## src/design/matr_pkg.sv

```systemverilog
// ----------------------------------------------------------------------------
// matr_pkg: shared types and constants of the MIDI active-note tracker
// Transaction payload structs, command and operation codes, MIDI constants.
// ----------------------------------------------------------------------------
package matr_pkg;

   localparam int DEF_CHANNELS = 16;
   localparam int DEF_NOTES    = 128;

   localparam int QUEUE_DEPTH  = 4;
   localparam int QPTR_W       = 2;

   localparam logic [1:0] CMD_MSG   = 2'd0;
   localparam logic [1:0] CMD_CLEAR = 2'd1;
   localparam logic [1:0] CMD_READ  = 2'd2;

   localparam logic [1:0] LEN_ONE   = 2'd1;
   localparam logic [1:0] LEN_THREE = 2'd3;

   localparam logic [7:0] MIDI_START    = 8'hFA;
   localparam logic [7:0] MIDI_CONTINUE = 8'hFB;
   localparam logic [7:0] MIDI_STOP     = 8'hFC;

   localparam logic [7:0] KIND_MASK     = 8'hF0;
   localparam logic [7:0] KIND_NOTE_OFF = 8'h80;
   localparam logic [7:0] KIND_NOTE_ON  = 8'h90;
   localparam logic [7:0] KIND_CTRL     = 8'hB0;

   localparam logic [7:0] CC_ALL_SOUND_OFF = 8'd120;
   localparam logic [7:0] CC_ALL_NOTES_OFF = 8'd123;

   localparam logic [7:0] SRC_EXTERNAL = 8'd2;

   typedef logic [2:0] op_type;

   localparam op_type OP_NONE     = 3'd0;
   localparam op_type OP_WRITE    = 3'd1;
   localparam op_type OP_CLR_CHAN = 3'd2;
   localparam op_type OP_CLR_ALL  = 3'd3;
   localparam op_type OP_READ     = 3'd4;

   typedef struct packed {
      logic [1:0] cmd;
      logic [1:0] msg_len;
      logic [7:0] status_byte;
      logic [7:0] data_one;
      logic [7:0] data_two;
      logic [7:0] source;
      logic [3:0] read_channel;
      logic [6:0] read_note;
   } req_type;

   typedef struct packed {
      logic [7:0]  read_velocity;
      logic [31:0] update_count;
      logic [31:0] note_event_count;
      logic [31:0] realtime_event_count;
      logic        playing;
   } rsp_type;

   typedef struct packed {
      op_type     op;
      logic [3:0] chan;
      logic [6:0] note;
      logic [7:0] vel;
      rsp_type    rsp;
   } entry_type;

endpackage

```

## src/design/matr_front.sv

```systemverilog
// ----------------------------------------------------------------------------
// matr_front: command decoder and event counters
// Accepts request transactions, classifies them into table operations and
// computes the counters and playing flag that each result reports.
// ----------------------------------------------------------------------------
module matr_front #(
   parameter int CHANNELS = matr_pkg::DEF_CHANNELS,
   parameter int NOTES    = matr_pkg::DEF_NOTES
) (
   input  logic                clock,
   input  logic                reset,
   input  logic                push,
   output logic                full,
   input  matr_pkg::req_type   req_data,
   input  logic                init_busy,
   input  logic                q_full,
   output logic                q_push,
   output matr_pkg::entry_type q_entry
);

   import matr_pkg::*;

   logic [31:0] gen_ff, gen_in;
   logic [31:0] note_ff, note_in;
   logic [31:0] rt_ff, rt_in;
   logic        play_ff, play_in;

   logic        accept;
   logic [7:0]  kind;
   logic        chan_ok;
   logic        note_ok;
   logic        read_ok;
   op_type      op;
   logic [7:0]  vel;

   assign full    = q_full | init_busy;
   assign accept  = push & ~full;
   assign kind    = req_data.status_byte & KIND_MASK;
   assign chan_ok = {1'b0, req_data.status_byte[3:0]} < 5'(CHANNELS);
   assign note_ok = {1'b0, req_data.data_one} < 9'(NOTES);
   assign read_ok = ({1'b0, req_data.read_channel} < 5'(CHANNELS))
                 && ({1'b0, req_data.read_note} < 8'(NOTES));

   always_comb begin
      op      = OP_NONE;
      vel     = 8'd0;
      gen_in  = gen_ff;
      note_in = note_ff;
      rt_in   = rt_ff;
      play_in = play_ff;
      case (req_data.cmd)
         CMD_MSG: begin
            if (req_data.msg_len == LEN_ONE) begin
               rt_in = rt_ff + 32'd1;
               if (req_data.status_byte inside {MIDI_START, MIDI_CONTINUE}) begin
                  play_in = 1'b1;
               end else if (req_data.status_byte == MIDI_STOP) begin
                  play_in = 1'b0;
                  op      = OP_CLR_ALL;
                  gen_in  = gen_ff + 32'd1;
               end
            end else if (req_data.msg_len == LEN_THREE && req_data.source == SRC_EXTERNAL
                         && chan_ok) begin
               if (kind == KIND_CTRL) begin
                  if (req_data.data_one inside {CC_ALL_SOUND_OFF, CC_ALL_NOTES_OFF}) begin
                     op     = OP_CLR_CHAN;
                     gen_in = gen_ff + 32'd1;
                  end
               end else if ((kind == KIND_NOTE_ON || kind == KIND_NOTE_OFF) && note_ok) begin
                  op      = OP_WRITE;
                  note_in = note_ff + 32'd1;
                  gen_in  = gen_ff + 32'd1;
                  if (kind == KIND_NOTE_ON) begin
                     vel = req_data.data_two;
                  end
               end
            end
         end
         CMD_CLEAR: begin
            op     = OP_CLR_ALL;
            gen_in = gen_ff + 32'd1;
         end
         CMD_READ: begin
            if (read_ok) begin
               op = OP_READ;
            end
         end
         default: begin
            op = OP_NONE;
         end
      endcase
   end

   always_comb begin
      q_push                            = accept;
      q_entry.op                        = op;
      q_entry.vel                       = vel;
      q_entry.chan                      = (op == OP_READ) ? req_data.read_channel
                                                          : req_data.status_byte[3:0];
      q_entry.note                      = (op == OP_READ) ? req_data.read_note
                                                          : req_data.data_one[6:0];
      q_entry.rsp.read_velocity         = 8'd0;
      q_entry.rsp.update_count          = gen_in;
      q_entry.rsp.note_event_count      = note_in;
      q_entry.rsp.realtime_event_count  = rt_in;
      q_entry.rsp.playing               = play_in;
   end

   always_ff @(posedge clock) begin
      if (reset) begin
         gen_ff  <= 32'd0;
         note_ff <= 32'd0;
         rt_ff   <= 32'd0;
         play_ff <= 1'b0;
      end else if (accept) begin
         gen_ff  <= gen_in;
         note_ff <= note_in;
         rt_ff   <= rt_in;
         play_ff <= play_in;
      end
   end

endmodule

```

## config.mk

```make
export PLATFORM = sky130hd
export DESIGN_NAME = matr_front
export DESIGN_NICKNAME = d
export VERILOG_FILES = /design/src/design/matr_pkg.sv /design/src/design/matr_front.sv
export SDC_FILE = /design/constraint.sdc
export NUM_CORES = 1
export LEC_CHECK = 0
export ABC_AREA = 1
export BUFFER_PORTS_ARGS = -buffer_cell sky130_fd_sc_hd__buf_2
export CORE_ASPECT_RATIO = 0.75
export CORE_MARGIN = 5
export CORE_UTILIZATION = 60
export DETAILED_ROUTE_END_ITERATION = 10
export GPL_ROUTABILITY_DRIVEN = 1
export PLACE_DENSITY_LB_ADDON = 0.25
export SYNTH_ARGS = -nofsm -noshare
export SYNTH_HDL_FRONTEND = slang
export SYNTH_SLANG_ARGS = --single-unit
```

## constraint.sdc

```tcl
create_clock -name clock -period 3.75 [get_ports clock]
set_input_delay 0.1875 -clock clock [delete_from_list [all_inputs] [get_ports clock]]
set_output_delay 0.1875 -clock clock [all_outputs]
set_load 0.05 [all_outputs]
```

# Word level (Yosys, flattened, before mapping)
# Cells that the tools add are included.
dict set report classes {
  add_sub_neg 3
  n_eq_ne 14
  n_lt_le_gt_ge 1
  n_reduce_logical 6
  n_bitwise 3
  mux 35
}
# op count
set op_table {}
lappend op_table {{$mux 32} 14}
lappend op_table {{$add 32x1->32 const B} 3}
lappend op_table {{$pmux 32 s2} 1}
lappend op_table {{$mux 8} 6}
lappend op_table {{$eq 8x8->1 const B} 3}
lappend op_table {{$eq 8x7->1 const B} 2}
lappend op_table {{$eq 4x4->1 const B} 3}
lappend op_table {{$mux 3} 3}
lappend op_table {{$pmux 3 s3} 1}
lappend op_table {{$eq 8x2->1 const B} 1}
lappend op_table {{$lt 8x8->1 const B} 1}
lappend op_table {{$mux 7} 1}
lappend op_table {{$mux 2} 3}
lappend op_table {{$mux 1} 5}
lappend op_table {{$eq 2x1->1 const B} 2}
lappend op_table {{$eq 2x2->1 const B} 2}
lappend op_table {{$mux 4} 1}
lappend op_table {{$reduce_bool 2->1} 2}
lappend op_table {{$eq 3x3->1 const B} 1}
lappend op_table {{$logic_and 1x1->1} 2}
lappend op_table {{$logic_not 2->1} 1}
lappend op_table {{$and 1x1->1} 1}
lappend op_table {{$logic_or 1x1->1} 1}
lappend op_table {{$not 1->1} 1}
lappend op_table {{$or 1x1->1} 1}
dict set report word_totals {
  inputBits 52
  wordCells 66
  register_bits 97
}

# Logic depth before layout (Yosys ltp)
dict set report depth {
  ltp_word 10
  mapped_depth 15
  mapped_depth_nobuf 14
}

# Worst setup path after synthesis
# OpenSTA, ideal clock, no wires.
dict set report synth_path {
  path_type {input to output}
  start {input req_data[46] (netlist bit)}
  end {output q_entry[116] (netlist bit)}
  path_stages 6
  required_ps 3562
  arrival_time_ps 2338
  setup_slack_ps 1225
  cell_sequence {buf_6 -> inv_2 -> clkbuf_1 -> nor2_1 -> clkbuf_1 -> o21ai_0}
}
# item line_no
set synth_rtl {}
lappend synth_rtl {{from (decl)} matr_front.sv:14} ;# input matr_pkg::req_type req_data,
lappend synth_rtl {{to (decl)} matr_front.sv:18} ;# output matr_pkg::entry_type q_entry

==> metrics <==
Cell Int Power 0.001755 W; htree depth 3; Sw Ratio 38.99%; initial DRC count approximately 1.2k; critical path endpoint q_entry[61]; fraction of the mapped netlist area in adder cells less than 1%; VDD IR-drop max 0.2176 mV; Seq pwr share between 30 and 40%; final cell count without fillers about 2.0k; Psw 0.001121 W; setup TNS 0 ns; n_diodes 0; Worst-path clk slew roughly 0.070 ns; Ys Warns 0; average size of a mapped cell roughly 5.5 µm²; Worst Path Arrival around 2.6 ns; Seq/Total Area, Yosys 21.12%; commonest non-fill, non-tap cell in the layout nand2_1; CP Class reg2out; routed length per instance approximately 15 µm; post-CTS setup repair buffer count 0; Layout area overhead 11.62%; hold_buf cts 0; Buffers on Ports 172; fin crit period roughly 2.8 ns; Worst Tran Pin Value approximately 1.2 ns; Final setup viols 0; CTS tree done; Post-DRT Antenna Nets 0; CP Capture Type output port; core area between 15000 and 20000 µm²; Synth Area in Compound Gates between 10% and 20%; die width roughly 150 µm; count of flip-flops with a built-in enable after synthesis 0; largest family of logic cells by synthesized area simple AND/OR/NAND/NOR gates; Pwr Total 0.002876 W; maxcap violations 0; Netlist cell types 45; clock skew 0.005907 ns; Synth Instances approximately 1.7k; R2R cell count 10; ranking of synthesized cells by area dfxtp_1 (21%), nand2_1 (19%), inv_1 (13%); post-synthesis simple-gate area fraction 42.94%; area share of the largest cell type after synthesis 21.12%; CTS buffer count 9; combinational fraction of design power around 28%; die area 17920 µm²; power per cell area approximately 280 nW/µm²; FF-to-FF setup slack about 1.5 ns; crit path launch type flop; fin worst setup slack between 0.9 and 1 ns; clk root buf clkbuf_16; Slew headroom a little under 20%; fin. max-slew vios 0; DRC 0; Vias between 10k and 15k; Via density between 5 and 6; layout cell share with drive strength beyond 1 14.04%; Std-Cell Rows 39; largest net degree at the start of global routing 76; die height roughly 120 µm; Hold Vio Cnt, Final 0; total of cells resized after clock tree synthesis 0; number of global-route vias before repair 9618; clk_lat worst skew roughly 0.36 ns; Crit Reg-Reg Startpoint note_ff[0]; Post-synth ARST share 0%; leakage power 5.604 nW; Clk pwr share between 30% and 40%; GRT Overall Usage around a third; #FFs+latches synth 97; Initial DRT Pass Iterations 5; clock buffer depth 2; period utilization approximately three quarters; mux share of post-synthesis cell area 0%; IO Pins 181; worst hold path class in2reg; Starting Density around 61%; most frequent cells in the layout nand2_1 (468), inv_1 (317), nand3_1 (183); CP startpoint note_ff[0]; total congestion overflow 0; global-route wire length before repair 46.67 mm; post-synthesis cell area ~9200 µm²; # clock sinks 97; Crit Path Max Fanout 5; fmax 0.3544 GHz; Yosys top cell by area dfxtp_1; RSZ-0062 raised after global routing false; initial antenna violation count 0; final net count 1838; GP Congestion roughly 0.98; Cells after DPL between 1.5k and 2k; dpl hpwl 20.83 mm; R2R Path End note_ff[30]; XOR/XNOR share of the synthesized area between 4 and 5%; outcome completed; WL final between 20 and 30 mm; required time of the critical path about 3.6 ns; pre-CTS setup slack about 1.1 ns; Synth Flop Type dfxtp_1
## worst min path at each step
stage            startpoint         to  slack [ns]  depth (start not counted)
3_5_place_dp        play_ff    play_ff        0.45                          2
2_1_floorplan       play_ff    play_ff        0.44                          2
4_1_cts        req_data[37]    play_ff        0.35                          6
3_3_place_gp        play_ff    play_ff        0.45                          2
5_1_grt               reset  gen_ff[9]        0.40                          4
6_report       req_data[37]    play_ff        0.37                          6
## critical path, cell delays in order, from the launching register on
cell and delay, ns:
dfxtp_1 0.41, ha_1 0.23, nand3_1 0.09, nor2_1 0.18
nand4_2 0.22, nor2_1 0.27, nand3_1 0.25, nor2_1 0.14
nand2_1 0.08, nand2_1 0.12, buf_2 0.28
## area by class of cell
type | count | area, µm²
Clock inverter | 5 | 38.79
Tap cell | 205 | 256.5
Clock buffer | 11 | 242.7
Inverter | 322 | 1209
Timing Repair Buffer | 180 | 933.4
Sequential cell | 97 | 1942
Fill cell | 1462 | 4866
Multi-Input combinational cell | 1173 | 5639
## cells in the mapped netlist, drive strengths merged, types with 2 or more instances
library cell and number:
or2 4, nor4 3, nor3 33, nand2 480, clkbuf 39, nand4 17
buf 38, nor3b 10, a21oi 89, inv 322, nor2 144, dfxtp 97
nand3 188, o21ai 135, xor2 48, ha 3, o21bai 2
## metrics by stage
stage | utilization, % | hold WS, ns | instance area [µm²]
3_3_place_gp | 65.97 | 0.4511 | 9980
3_5_place_dp | 65.97 | 0.4537 | 9980
4_1_cts | 67.83 | 0.3534 | 10260
6_report | 67.83 | 0.3715 | 10260
2_1_floorplan | - | 0.4357 | 9219
5_1_grt | 67.83 | 0.3993 | 10260
## registers in the layout (all words and copies together), names as in the netlist
signal / flops
gen_ff: 32
note_ff: 32
rt_ff: 32
play_ff: 1
## logic make-up after synthesis
kind of cell / Yosys count
AOI/OAI and AO/OA: 232
other: 1
adders and majority gates: 3
buffers and inverters: 400
DFF: 97
and+or+nand+nor: 881
xor gates and xnor gates: 49
## power by group through the flow
stage | sequential [W] | combinational [W] | clock, W
final | 0.00115 | 0.000807 | 0.000920
after global routing | 0.00116 | 0.000877 | 0.000966
after CTS | 0.00115 | 0.000802 | 0.000928
after detailed placement | 0.00117 | 0.000799 | 0
after global placement | 0.00117 | 0.000788 | 0
after floorplan | 0.00115 | 0.000631 | 0
## layer usage
| metal | vias up | routed length, µm | GRT usage (%) |
|---|---|---|---|
| li1 | 5378 | - | - |
| met1 | 4807 | 12420 | 42.69 |
| met2 | 650 | 12680 | 51.19 |
| met3 | 55 | 3388 | 6.284 |
| met4 | 0 | 553 | 9.674 |
| met5 | - | 0 | 0 |
Note: power is estimated with default switching activity, not from simulation.
