`src/design/matr_pkg.sv`:
```
// ----------------------------------------------------------------------------
// matr_pkg: shared types and constants of the MIDI active-note tracker
// Transaction payload structs, command and operation codes, MIDI constants.
// ----------------------------------------------------------------------------
package matr_pkg;

   localparam int DEF_CHANNELS = 16;
   localparam int DEF_NOTES    = 128;

   localparam int QUEUE_DEPTH  = 4;
   localparam int QPTR_W       = 2;

   localparam logic [1:0] CMD_MSG   = 2'd0;
   localparam logic [1:0] CMD_CLEAR = 2'd1;
   localparam logic [1:0] CMD_READ  = 2'd2;

   localparam logic [1:0] LEN_ONE   = 2'd1;
   localparam logic [1:0] LEN_THREE = 2'd3;

   localparam logic [7:0] MIDI_START    = 8'hFA;
   localparam logic [7:0] MIDI_CONTINUE = 8'hFB;
   localparam logic [7:0] MIDI_STOP     = 8'hFC;

   localparam logic [7:0] KIND_MASK     = 8'hF0;
   localparam logic [7:0] KIND_NOTE_OFF = 8'h80;
   localparam logic [7:0] KIND_NOTE_ON  = 8'h90;
   localparam logic [7:0] KIND_CTRL     = 8'hB0;

   localparam logic [7:0] CC_ALL_SOUND_OFF = 8'd120;
   localparam logic [7:0] CC_ALL_NOTES_OFF = 8'd123;

   localparam logic [7:0] SRC_EXTERNAL = 8'd2;

   typedef logic [2:0] op_type;

   localparam op_type OP_NONE     = 3'd0;
   localparam op_type OP_WRITE    = 3'd1;
   localparam op_type OP_CLR_CHAN = 3'd2;
   localparam op_type OP_CLR_ALL  = 3'd3;
   localparam op_type OP_READ     = 3'd4;

   typedef struct packed {
      logic [1:0] cmd;
      logic [1:0] msg_len;
      logic [7:0] status_byte;
      logic [7:0] data_one;
      logic [7:0] data_two;
      logic [7:0] source;
      logic [3:0] read_channel;
      logic [6:0] read_note;
   } req_type;

   typedef struct packed {
      logic [7:0]  read_velocity;
      logic [31:0] update_count;
      logic [31:0] note_event_count;
      logic [31:0] realtime_event_count;
      logic        playing;
   } rsp_type;

   typedef struct packed {
      op_type     op;
      logic [3:0] chan;
      logic [6:0] note;
      logic [7:0] vel;
      rsp_type    rsp;
   } entry_type;

endpackage

```
`src/design/matr_queue.sv`:
```
// ----------------------------------------------------------------------------
// matr_queue: operation queue between decoder and table engine
// Small register FIFO of decoded operations.
// ----------------------------------------------------------------------------
module matr_queue (
   input  logic                clock,
   input  logic                reset,
   input  logic                q_push,
   input  matr_pkg::entry_type q_wr_entry,
   output logic                q_full,
   input  logic                q_pop,
   output matr_pkg::entry_type q_rd_entry,
   output logic                q_empty
);

   import matr_pkg::*;

   entry_type         entry_ff [QUEUE_DEPTH];
   logic [QPTR_W-1:0] wr_ptr_ff, wr_ptr_in;
   logic [QPTR_W-1:0] rd_ptr_ff, rd_ptr_in;
   logic [QPTR_W:0]   count_ff, count_in;

   assign q_full     = count_ff == (QPTR_W + 1)'(QUEUE_DEPTH);
   assign q_empty    = count_ff == '0;
   assign q_rd_entry = entry_ff[rd_ptr_ff];

   always_comb begin
      wr_ptr_in = q_push ? wr_ptr_ff + 1'b1 : wr_ptr_ff;
      rd_ptr_in = q_pop ? rd_ptr_ff + 1'b1 : rd_ptr_ff;
      count_in  = count_ff;
      if (q_push && !q_pop) begin
         count_in = count_ff + 1'b1;
      end else if (!q_push && q_pop) begin
         count_in = count_ff - 1'b1;
      end
   end

   always_ff @(posedge clock) begin
      if (q_push) begin
         entry_ff[wr_ptr_ff] <= q_wr_entry;
      end
   end

   always_ff @(posedge clock) begin
      if (reset) begin
         wr_ptr_ff <= '0;
         rd_ptr_ff <= '0;
         count_ff  <= '0;
      end else begin
         wr_ptr_ff <= wr_ptr_in;
         rd_ptr_ff <= rd_ptr_in;
         count_ff  <= count_in;
      end
   end

endmodule

```
`config.mk`:
```
export PLATFORM = sky130hd
export DESIGN_NAME = matr_queue
export DESIGN_NICKNAME = d
export VERILOG_FILES = /design/src/design/matr_pkg.sv /design/src/design/matr_queue.sv
export SDC_FILE = /design/constraint.sdc
export NUM_CORES = 1
export LEC_CHECK = 0
export CORE_AREA = 2 2 197 199
export DETAILED_ROUTE_END_ITERATION = 6
export DIE_AREA = 0 0 199 201
export DONT_BUFFER_PORTS = 1
export PLACE_DENSITY = 0.71
export SYNTH_ARGS = -nofsm -noshare
export SYNTH_HDL_FRONTEND = slang
export SYNTH_SLANG_ARGS = --single-unit
export TNS_END_PERCENT = 50
```
`constraint.sdc`:
```
create_clock -name clock -period 6.7 [get_ports clock]
set_clock_uncertainty 0.05 [all_clocks]
set_input_delay 2.01 -clock clock [delete_from_list [all_inputs] [get_ports clock]]
set_output_delay 2.01 -clock clock [all_outputs]
set_load 0.02 [all_outputs]
```
; Word-level counts from Yosys, hierarchy flattened
; Memory sizes are Yosys's and may differ from the RTL's. A register that Yosys moved wholly into a read port is not among the register bits.
; Cells that the tools add are included.
[classes]
n_addsub = 4
n_eq_ne = 1
muxes = 6
n_reduce_logical = 6
[op_table]
columns = cell, count
row1 = $mux 3, 2
row2 = $add 2x1->2 const B, 2
row3 = $mux 2, 2
row4 = $add 3x1->3 const B, 1
row5 = $eq 3x3->1 const B, 1
row6 = $logic_not 3->1, 1
row7 = $sub 3x1->3 const B, 1
row8 = $logic_and 1x1->1, 2
row9 = $logic_not 1->1, 2
row10 = $mux 1, 2
row11 = $reduce_bool 2->1, 1
[word_totals]
reg_bits = 7
ramBits = 508
inputBits = 131
out_inout_bits = 129
elab_cells = 21
mem_count = 1
[mem_list]
columns = name, depth, word_bits, rd, rd_clocked_by_memory_dff, wr, line_no
row1 = entry_ff, 4, 127, 1, 1, 1, matr_queue.sv:18  ; entry_type entry_ff [QUEUE_DEPTH];

; Longest topological paths before layout
; Gate-level depths: netlist of run 1.
[logic_depth]
ltp_word = 4
depth_mapped = 7
mapped_depth_nobuf = 7

; Worst setup path after synthesis of run 1
; OpenSTA, ideal clock, no wires.
[synth_path]
path_kind = input port to flip-flop
start = input port q_push
end = memory entry_ff[0][0] (netlist bit) (enable)
setup_ns = 0.501
t_arrival_ns = 4.921
required_time_ns = 6.149
setup_slack_ns = 1.229
stages = 1
n_path_buf = 0
path_cell_list = and2_1
[synth_between]
elab_chain_cells = 2
[synth_rtl]
columns = item, line_no
row1 = "start, declared", matr_queue.sv:8  ; input logic q_push,
row2 = $mux 1, matr_queue.sv:39  ; if (q_push) begin
row3 = $mux 1 (implied by the code), matr_queue.sv:40  ; entry_ff[wr_ptr_ff] <= q_wr_entry;
row4 = "end, declared", matr_queue.sv:18
; Every way passes these cells.

==> results of run 1 <==
## where the power goes
part	total, W	switching [W]	internal (W)
sequential	0.00377	0.0000479	0.00372
clock	0.00256	0.00111	0.00145
combinational	0.000577	0.000378	0.000199
## per-layer routing
metal | track usage (%) | wire length (um) | vias up
li1 | - | - | 3120
met1 | 20.4 | 12300 | 3937
met2 | 27.6 | 16300 | 298
met3 | 6.42 | 3500 | 62
met4 | 7.22 | 1070 | 0
met5 | 0 | 0 | -
## worst min-delay path: cells and delay by family, from the launching register on
family / cells / cell delay, ps
compound gates: 2 / 140
flops: 1 / 330
## sequential cells by signal, summed over array words and instances (netlist names), named ones only
name and cells:
count_ff 3, entry_ff 508, rd_ptr_ff 2, wr_ptr_ff 2
## worst max-delay path by stage
stage	slack [ps]	end	startpoint	cells past startpoint
4_1_cts	1910	q_rd_entry[89]	flip-flop	2
5_1_grt	1800	q_rd_entry[89]	flip-flop	2
6_report	2030	q_rd_entry[89]	flip-flop	2
3_5_place_dp	2540	q_rd_entry[89]	flip-flop	2
3_3_place_gp	2610	q_rd_entry[87]	flip-flop	2
2_1_floorplan	1230	entry_ff[0][0]	q_push	1
## kinds of logic after synthesis
family | synth area share, %
flops | 82.4
mux | 15.4
fa+ha+maj | 0.441
simple gates | 0.394
buf+inv | 1.06
compound gates | 0.0534
xor+xnor | 0.234
## synthesized netlist by cell type, types with 2 or more instances
| cell | count |
|---|---|
| ha_1 | 5 |
| mux2i_1 | 2 |
| xnor2_1 | 2 |
| and2_1 | 4 |
| edfxtp_1 | 508 |
| xor2_1 | 3 |
| buf_8 | 3 |
| nor2_1 | 7 |
| buf_6 | 2 |
| inv_1 | 4 |
| buf_2 | 14 |
| buf_4 | 2 |
| dfxtp_1 | 9 |
| clkbuf_1 | 8 |
| mux4_2 | 127 |
## cell type report
| cell class | count | share of cell area, % |
|---|---|---|
| tap | 518 | 3.11 |
| timing repair buffer | 11 | 0.517 |
| sequential | 517 | 74.1 |
| inverter | 4 | 0.0721 |
| clock inverter | 25 | 0.655 |
| multi-input combinational | 157 | 14.9 |
| clock buffer | 68 | 6.64 |
## through the flow
step / power [W] / hold WS, ps / setup slack [ps] / area [um2] / utilization (%)
floorplan: 0.00432 / 416 / 1230 / 18700 / -
global placement: 0.00441 / 435 / 2610 / 19300 / 50.7
detailed placement: 0.00443 / 457 / 2540 / 19300 / 50.7
CTS: 0.00699 / 469 / 1910 / 20800 / 54.7
global route: 0.00714 / 503 / 1800 / 20800 / 54.7
finish: 0.00691 / 470 / 2030 / 20800 / 54.7
==> metrics.cfg, run 1 <==
[outcome]
outcome = completed

[floorplan]
core_um2 = 38100
die-area_um2 = 40000
io_pins = 260
rows = 72
die_y_um = 201
start_util_pct = 49.1
die_w_um = 199

[clock_tree]
cts.sinks = 517
clk_path_buf_depth = 3
ctsResizeCount = 0
cts_setup_buffers = 0
htreeDepth = 2
cts_buffers = 50
cts_hold_buffers = 0
cts_tree = done
cts-root-buf = clkbuf_16
clkLatencyLatePin_ps = 560
cts.clk_slew.worst_paths_ps = 60

[sta]
worst_slew_pin_slew_ps = 932
maxSlewViolCount = 0
grt_setup_unrepaired = no
finalCritPeriodShare_pct = 69.7
min_period_ps = 4670
fmax_mhz = 214
slew_headroom_pct = 37.9
setup_viol = 0
hold_violations = 0
setup_tns_ps = 0

[worst_hold_path]
whs_path_depth = 2
holdPathEnd = count_ff[2]
hold_start = count_ff[2]
hold_path_class = reg2reg

[yosys]
ys_async_sr_fraction_pct = 0
syn-num-nets = 844
synth_top_area_cell = edfxtp_1
synth_seq_cells = 517
synth_area_leaders = edfxtp_1, mux4_2, dfxtp_1, buf_2, ha_1
synth.avg_cell_area_um2 = 26.5
yosys.cell_types.count = 22
ys_seq_area_share_pct = 82.4
synthCells = 707
ys.flop_type = edfxtp_1
synth_top_area_share_pct = 81.5
syn_area_um2 = 18700
synth_edf_count = 508
yosysWarnings = 0

[pwr]
powerDensity_nw_per_um2 = 331
leakage_nw = 6.37
vdd_ir_drop_max_uv = 311

[worst_setup_path]
cp-end-kind = primary output
cp_num_buf_inv = 1
worst_path_dominant_cell_family = buffers and inverters
crit_slowest_cell = buf_4
r2r_start = wr_ptr_ff[0]
critPathMaxStageDelay_ps = 740
crit_chain = buf_4, mux4_2
cp.arrival_ps = 2610
path_class = reg2out
crit_required_ps = 4640
worstSetupStartpointType = flip-flop
rr_endpoint = entry_ff[2][10]
r2r_cells = 4
r2r_slack_ps = 4280
worstPathMaxFanout = 47

[drt]
drtIter0Drc = 377
vias_per_cell = 5.71
drc = 0
wl_per_cell_um = 25.6
dr_total_vias = 7417
dr.pass1.iters = 4
routed_wl_um = 33200
ant_nets = 0

[final_layout]
syn_to_final_growth_pct = 11.3
layout_commonest_cell = edfxtp_1
final_cell_mix = edfxtp_1, mux4_2, clkbuf_16
diodes = 0
seq_area_um2 = 15400
fin_nets = 878
drive_gt1_share_pct = 27.2
multi_input_area_um2 = 3100
fillers = 2742
stdcell_count = 1300

[global_routing]
antenna_found_initial = 0
grt_first_pass_wirelength_um = 49900
overflow = 0
grt_max_degree = 71
grt_pass1_vias = 8138
grt.total_usage_pct = 17.0

[placed_design]
portBuffers = 0
place.gp.congestion = 0.788
dpl.hpwl_um = 20400
place_inst = 1207

[run]
max_cap_violations = 0

No activity file was read; power rests on OpenSTA's default activity.
==> run 2: changes to the inputs <==
==> constraint.sdc (replaced) <==
create_clock -name clock -period 4.8 [get_ports clock]
set_clock_uncertainty 0.05 [all_clocks]
set_input_delay 1.44 -clock clock [delete_from_list [all_inputs] [get_ports clock]]
set_output_delay 1.44 -clock clock [all_outputs]
set_load 0.02 [all_outputs]
==> metrics.cfg, run 2 (same netlist as run 1, synthesis figures left out) <==
[final_layout]
largest_reg_flops = 508  ; unchanged
layout_commonest_cell = edfxtp_1
diodes = 0  ; unchanged
fin_nets = 882  ; +0.46%
seq_area_um2 = 15400  ; unchanged
largest_register = entry_ff
final_cell_mix = edfxtp_1, mux4_2, clkbuf_16
syn_to_final_growth_pct = 12.4
fin_util_pct = 55.2  ; +0.56 points
fillers = 2678  ; -2.3%
drive_gt1_share_pct = 28.1  ; +0.90 points
multi_input_area_um2 = 3100  ; unchanged
reg_top3 = entry_ff (508), count_ff (3)

[drt]
drtIter0Drc = 434  ; +15%
dr_total_vias = 7346  ; -0.96%
dr.pass1.iters = 4  ; unchanged
vias_per_cell = 5.65  ; -0.96%
drc = 0  ; unchanged
wl_per_cell_um = 25.4  ; -0.50%
ant_nets = 0  ; unchanged
routed_wl_um = 33100  ; -0.50%

[floorplan]
core_um2 = 38100  ; unchanged
die_y_um = 201  ; unchanged
die_w_um = 199  ; unchanged
rows = 72  ; unchanged
io_pins = 260  ; unchanged
die-area_um2 = 40000  ; unchanged
start_util_pct = 49.1  ; unchanged

[worst_hold_path]
whs_path_depth = 2  ; unchanged
hold_path_class = reg2reg

[pwr]
p_sw_share_pct = 21.5  ; -0.78 points
powerDensity_nw_per_um2 = 473  ; +43%
vdd_ir_drop_max_uv = 425  ; +37%
combPwrFrac_pct = 8.1  ; -0.3 points
internal-power_w = 0.00781  ; +46%
leakage_nw = 6.47  ; +1.5%
pwr-share-clk_pct = 38.9  ; +1.8 points
seqPwrFrac_pct = 53.0  ; -1.6 points
p_sw_w = 0.00214  ; +39%

[sta]
setup_viol = 0  ; unchanged
finalCritPeriodShare_pct = 82.0
hold_violations = 0  ; unchanged
fin_hold_ws_ps = 457  ; -13.0 ps
setup_tns_ps = 0  ; unchanged
fmax_mhz = 254
maxSlewViolCount = 0  ; unchanged
worst_slew_pin_slew_ps = 994  ; +62.4 ps
grt_setup_unrepaired = no
slew_headroom_pct = 33.6  ; -4.3 points
layout_setup_ws_ps = 866  ; -1160 ps
min_period_ps = 3930

[global_routing]
grt_first_pass_wirelength_um = 49400  ; -1.1%
grt_max_degree = 74  ; +4.2%
grt_pass1_vias = 8099  ; -0.48%
antenna_found_initial = 0  ; unchanged
overflow = 0  ; unchanged
grt.total_usage_pct = 16.8  ; -0.20 points

[placed_design]
dp_slack_ps = 1390  ; -1150 ps
place.gp.congestion = 0.740  ; -6.1%
portBuffers = 0  ; unchanged
dpl.hpwl_um = 20300  ; -0.26%

[worst_setup_path]
crit_required_ps = 3310  ; -1330 ps
path_class = reg2out
r2r_cells = 4  ; unchanged
cp.arrival_ps = 2440  ; -170 ps
worstPathMaxFanout = 40  ; -15%
worstSetupStartpointType = flip-flop
cp-end-kind = primary output

[clock_tree]
clk_path_buf_depth = 3  ; unchanged
cts_tree = done
cts.sinks = 517  ; unchanged
cts_buffers = 50  ; unchanged
cts_hold_buffers = 0  ; unchanged
htreeDepth = 2  ; unchanged
cts_setup_buffers = 0  ; unchanged
cts.clk_slew.worst_paths_ps = 60  ; about the same
ctsResizeCount = 0  ; unchanged
clkLatencyLatePin_ps = 560  ; about the same
cts-root-buf = clkbuf_16

[run]
max_cap_violations = 0  ; unchanged

[outcome]
outcome = completed

==> run 2: cell types whose count changed in the layout (fill, tap and decap cells not counted) <==
cell	change
buf_12	+4
bufinv_16	+6
clkbuf_1	-4
clkinv_1	-3
clkinv_2	-3
clkinv_4	-1
clkinvlp_4	+1
inv_6	+1
inv_8	-1
==> run 2: stage by stage <==
step	total power, W	std cells	instance area (um2)
6_report	0.00995	1300	21000
5_1_grt	0.0103	1300	21000
4_1_cts	0.0101	1300	21000
3_5_place_dp	0.00620	1211	19400
3_3_place_gp	0.00616	1211	19400
2_1_floorplan	0.00603	707	18700
==> run 2: power by group through the flow <==
stage | registers [W] | clock network, W | logic [W]
2_1_floorplan | 0.00533 | 0 | 0.000697
3_3_place_gp | 0.00536 | 0 | 0.000807
3_5_place_dp | 0.00537 | 0 | 0.000824
4_1_cts | 0.00528 | 0.00396 | 0.000826
5_1_grt | 0.00529 | 0.00413 | 0.000853
6_report | 0.00527 | 0.00387 | 0.000810
==> run 2: routing by layer <==
layer	vias to the layer above	part of all wire, %	track usage [%]
li1	3119	-	-
met1	3921	37	19.5
met2	251	50	27.5
met3	55	11	7.53
met4	0	2.5	6.26
met5	-	0	0
==> run 2: critical path: stages (launching register included) <==
cell and delay, ps:
dfxtp_4 800, buf_12 380, mux4_2 660
==> run 2: layout make-up <==
cell class,count,share of cell area (%)
multi-input combinational,157,14.7
clock buffer,64,6.50
sequential,517,73.4
clock inverter,25,1.36
tap,518,3.08
inverter,4,0.0713
timing repair buffer,15,0.892
==> run 2: path summary, 6_finish.rpt <==
kind	start	endpoint	slack, ps
min	count_ff[2]	count_ff[2]	460
max	flip-flop	q_rd_entry[50]	870
max reg2reg	wr_ptr_ff[0]	entry_ff[2][2]	2680
min reg2reg	count_ff[2]	count_ff[2]	460
==> run 3: changes to the inputs <==
--- a/config.mk
+++ b/config.mk
@@ -9,7 +9,7 @@
 export DETAILED_ROUTE_END_ITERATION = 6
 export DIE_AREA = 0 0 199 201
 export DONT_BUFFER_PORTS = 1
-export PLACE_DENSITY = 0.71
+export PLACE_DENSITY = 0.74
 export SYNTH_ARGS = -nofsm -noshare
 export SYNTH_HDL_FRONTEND = slang
 export SYNTH_SLANG_ARGS = --single-unit
==> constraint.sdc (replaced) <==
create_clock -name clock -period 3.2 [get_ports clock]
set_clock_uncertainty 0.05 [all_clocks]
set_input_delay 0.96 -clock clock [delete_from_list [all_inputs] [get_ports clock]]
set_output_delay 0.96 -clock clock [all_outputs]
set_load 0.02 [all_outputs]
==> metrics.cfg, run 3 (same netlist as run 1, synthesis figures left out) <==
[clock_tree]
cts_buffers = 51  ; +2.0%
cts.sinks = 517  ; unchanged
htreeDepth = 2  ; unchanged
cts.clk_slew.worst_paths_ps = 60  ; about the same
cts-root-buf = clkbuf_16
cts_tree = done
clkLatencyLatePin_ps = 570  ; about the same
clk_path_buf_depth = 3  ; unchanged
cts_hold_buffers = 0  ; unchanged

[worst_setup_path]
crit_chain = buf_16, mux4_2
worstSetupStartpointType = flip-flop
r2r_start = wr_ptr_ff[0]
crit_required_ps = 2190  ; -1120 ps
cp_num_buf_inv = 1  ; unchanged
path_class = reg2out
r2r_slack_ps = 1390  ; -1290 ps
crit_slowest_cell = mux4_2
cp.arrival_ps = 2010  ; -430 ps
worst_path_dominant_cell_family = multiplexers
rr_endpoint = entry_ff[3][51]
cp-end-kind = primary output
r2r_cells = 3  ; -1
worstPathMaxFanout = 36  ; -10%
critPathMaxStageDelay_ps = 660  ; -140 ps

[pwr]
seqPwrFrac_pct = 52.1  ; -0.9 points
vdd_ir_drop_max_uv = 493  ; +16%
p_sw_share_pct = 22.0  ; +0.50 points
p_sw_w = 0.00332  ; +56%
powerDensity_nw_per_um2 = 711  ; +50%
combPwrFrac_pct = 8.6  ; +0.5 points
internal-power_w = 0.0118  ; +51%
leakage_nw = 6.59  ; +1.9%
pwr-share-clk_pct = 39.3  ; +0.4 points

[final_layout]
largest_register = entry_ff
fillers = 2698  ; +0.75%
drive_gt1_share_pct = 29.8  ; +1.6 points
final_cell_mix = edfxtp_1, mux4_2, clkbuf_16
largest_reg_flops = 508  ; unchanged
layout_commonest_cell = edfxtp_1
reg_top3 = entry_ff (508), count_ff (3)
fin_nets = 892  ; +1.1%
syn_to_final_growth_pct = 13.7
diodes = 0  ; unchanged

[drt]
dr_total_vias = 7450  ; +1.4%
routed_wl_um = 34500  ; +4.5%
dr.pass1.iters = 4  ; unchanged
vias_per_cell = 5.67  ; +0.34%
wl_per_cell_um = 26.3  ; +3.4%
ant_nets = 0  ; unchanged
drc = 0  ; unchanged
drtIter0Drc = 480  ; +11%

[sta]
layout_setup_ws_ps = 176  ; -689 ps
slew_headroom_pct = 53.5  ; +20 points
worst_slew_pin_slew_ps = 696  ; -298 ps
grt_setup_unrepaired = no
setup_tns_ps = 0  ; unchanged
min_period_ps = 3020
fmax_mhz = 331
maxSlewViolCount = 0  ; unchanged
finalCritPeriodShare_pct = 94.5
hold_violations = 0  ; unchanged
setup_viol = 0  ; unchanged

[outcome]
outcome = completed

[worst_hold_path]
holdPathEnd = rd_ptr_ff[0]
whs_path_depth = 1  ; -1
hold_path_class = in2reg
hold_start = reset

[placed_design]
portBuffers = 0  ; unchanged
dp_slack_ps = 594  ; -795 ps
place.gp.congestion = 0.673  ; -9.1%
dpl.hpwl_um = 20600  ; +1.3%

[floorplan]
io_pins = 260  ; unchanged
start_util_pct = 49.1  ; unchanged
die_w_um = 199  ; unchanged
core_um2 = 38100  ; unchanged
rows = 72  ; unchanged
die_y_um = 201  ; unchanged
die-area_um2 = 40000  ; unchanged

[global_routing]
overflow = 0  ; unchanged
grt.total_usage_pct = 17.6  ; +0.83 points
grt_first_pass_wirelength_um = 51200  ; +3.7%
grt_pass1_vias = 7975  ; -1.5%
grt_max_degree = 77  ; +4.1%
antenna_found_initial = 0  ; unchanged

[run]
max_cap_violations = 0  ; unchanged

## run 3: how the worst max path moves through the flow
stage,startpoint,endpoint,slack [ps],depth (start not counted)
floorplan,q_push,entry_ff[1][0],-1220,1
global placement,flip-flop,q_rd_entry[49],600,2
detailed placement,flip-flop,q_rd_entry[28],590,2
CTS,flip-flop,q_rd_entry[63],130,2
global route,flip-flop,q_rd_entry[63],80,2
finish,flip-flop,q_rd_entry[49],180,2
## run 3: repair_timing
action                     CTS  global route
gates resized for setup      2             0
buffers inserted             2             0
setup endpoints to repair   95             0
## run 3: per-stage QoR
stage	cells	instance area (um2)	hold slack (ps)	util, %	total power, W
global placement	1218	19600	438	51.3	0.00931
detailed placement	1218	19600	447	51.3	0.00934
global route	1314	21300	369	55.8	0.0156
CTS	1314	21300	359	55.8	0.0153
finish	1314	21300	400	55.8	0.0151
floorplan	707	18700	416	-	0.00904
## run 3: final cells by class
cell class	count	area (um2)	area share, %
inverter	4	15.0	0.0706
clock inverter	31	308	1.45
sequential	517	15400	72.6
multi-input combinational	157	3100	14.6
clock buffer	63	1380	6.50
tap	518	648	3.05
timing repair buffer	24	383	1.80
## run 3: metal layers
layer  GRT usage, %  vias to the layer above  wire length, um
met5              0                        -                0
met4           6.69                        0              885
met3           6.91                       58             3510
met2           27.1                      279            16600
met1           22.8                     3966            13600
li1               -                     3147                -
## run 3: power groups by stage
stage	clock network, W	registers (W)	logic [W]
after detailed placement	0	0.00803	0.00131
after global placement	0	0.00800	0.00131
after global routing	0.00635	0.00790	0.00138
final	0.00595	0.00788	0.00130
after floorplan	0	0.00799	0.00105
after CTS	0.00608	0.00788	0.00134
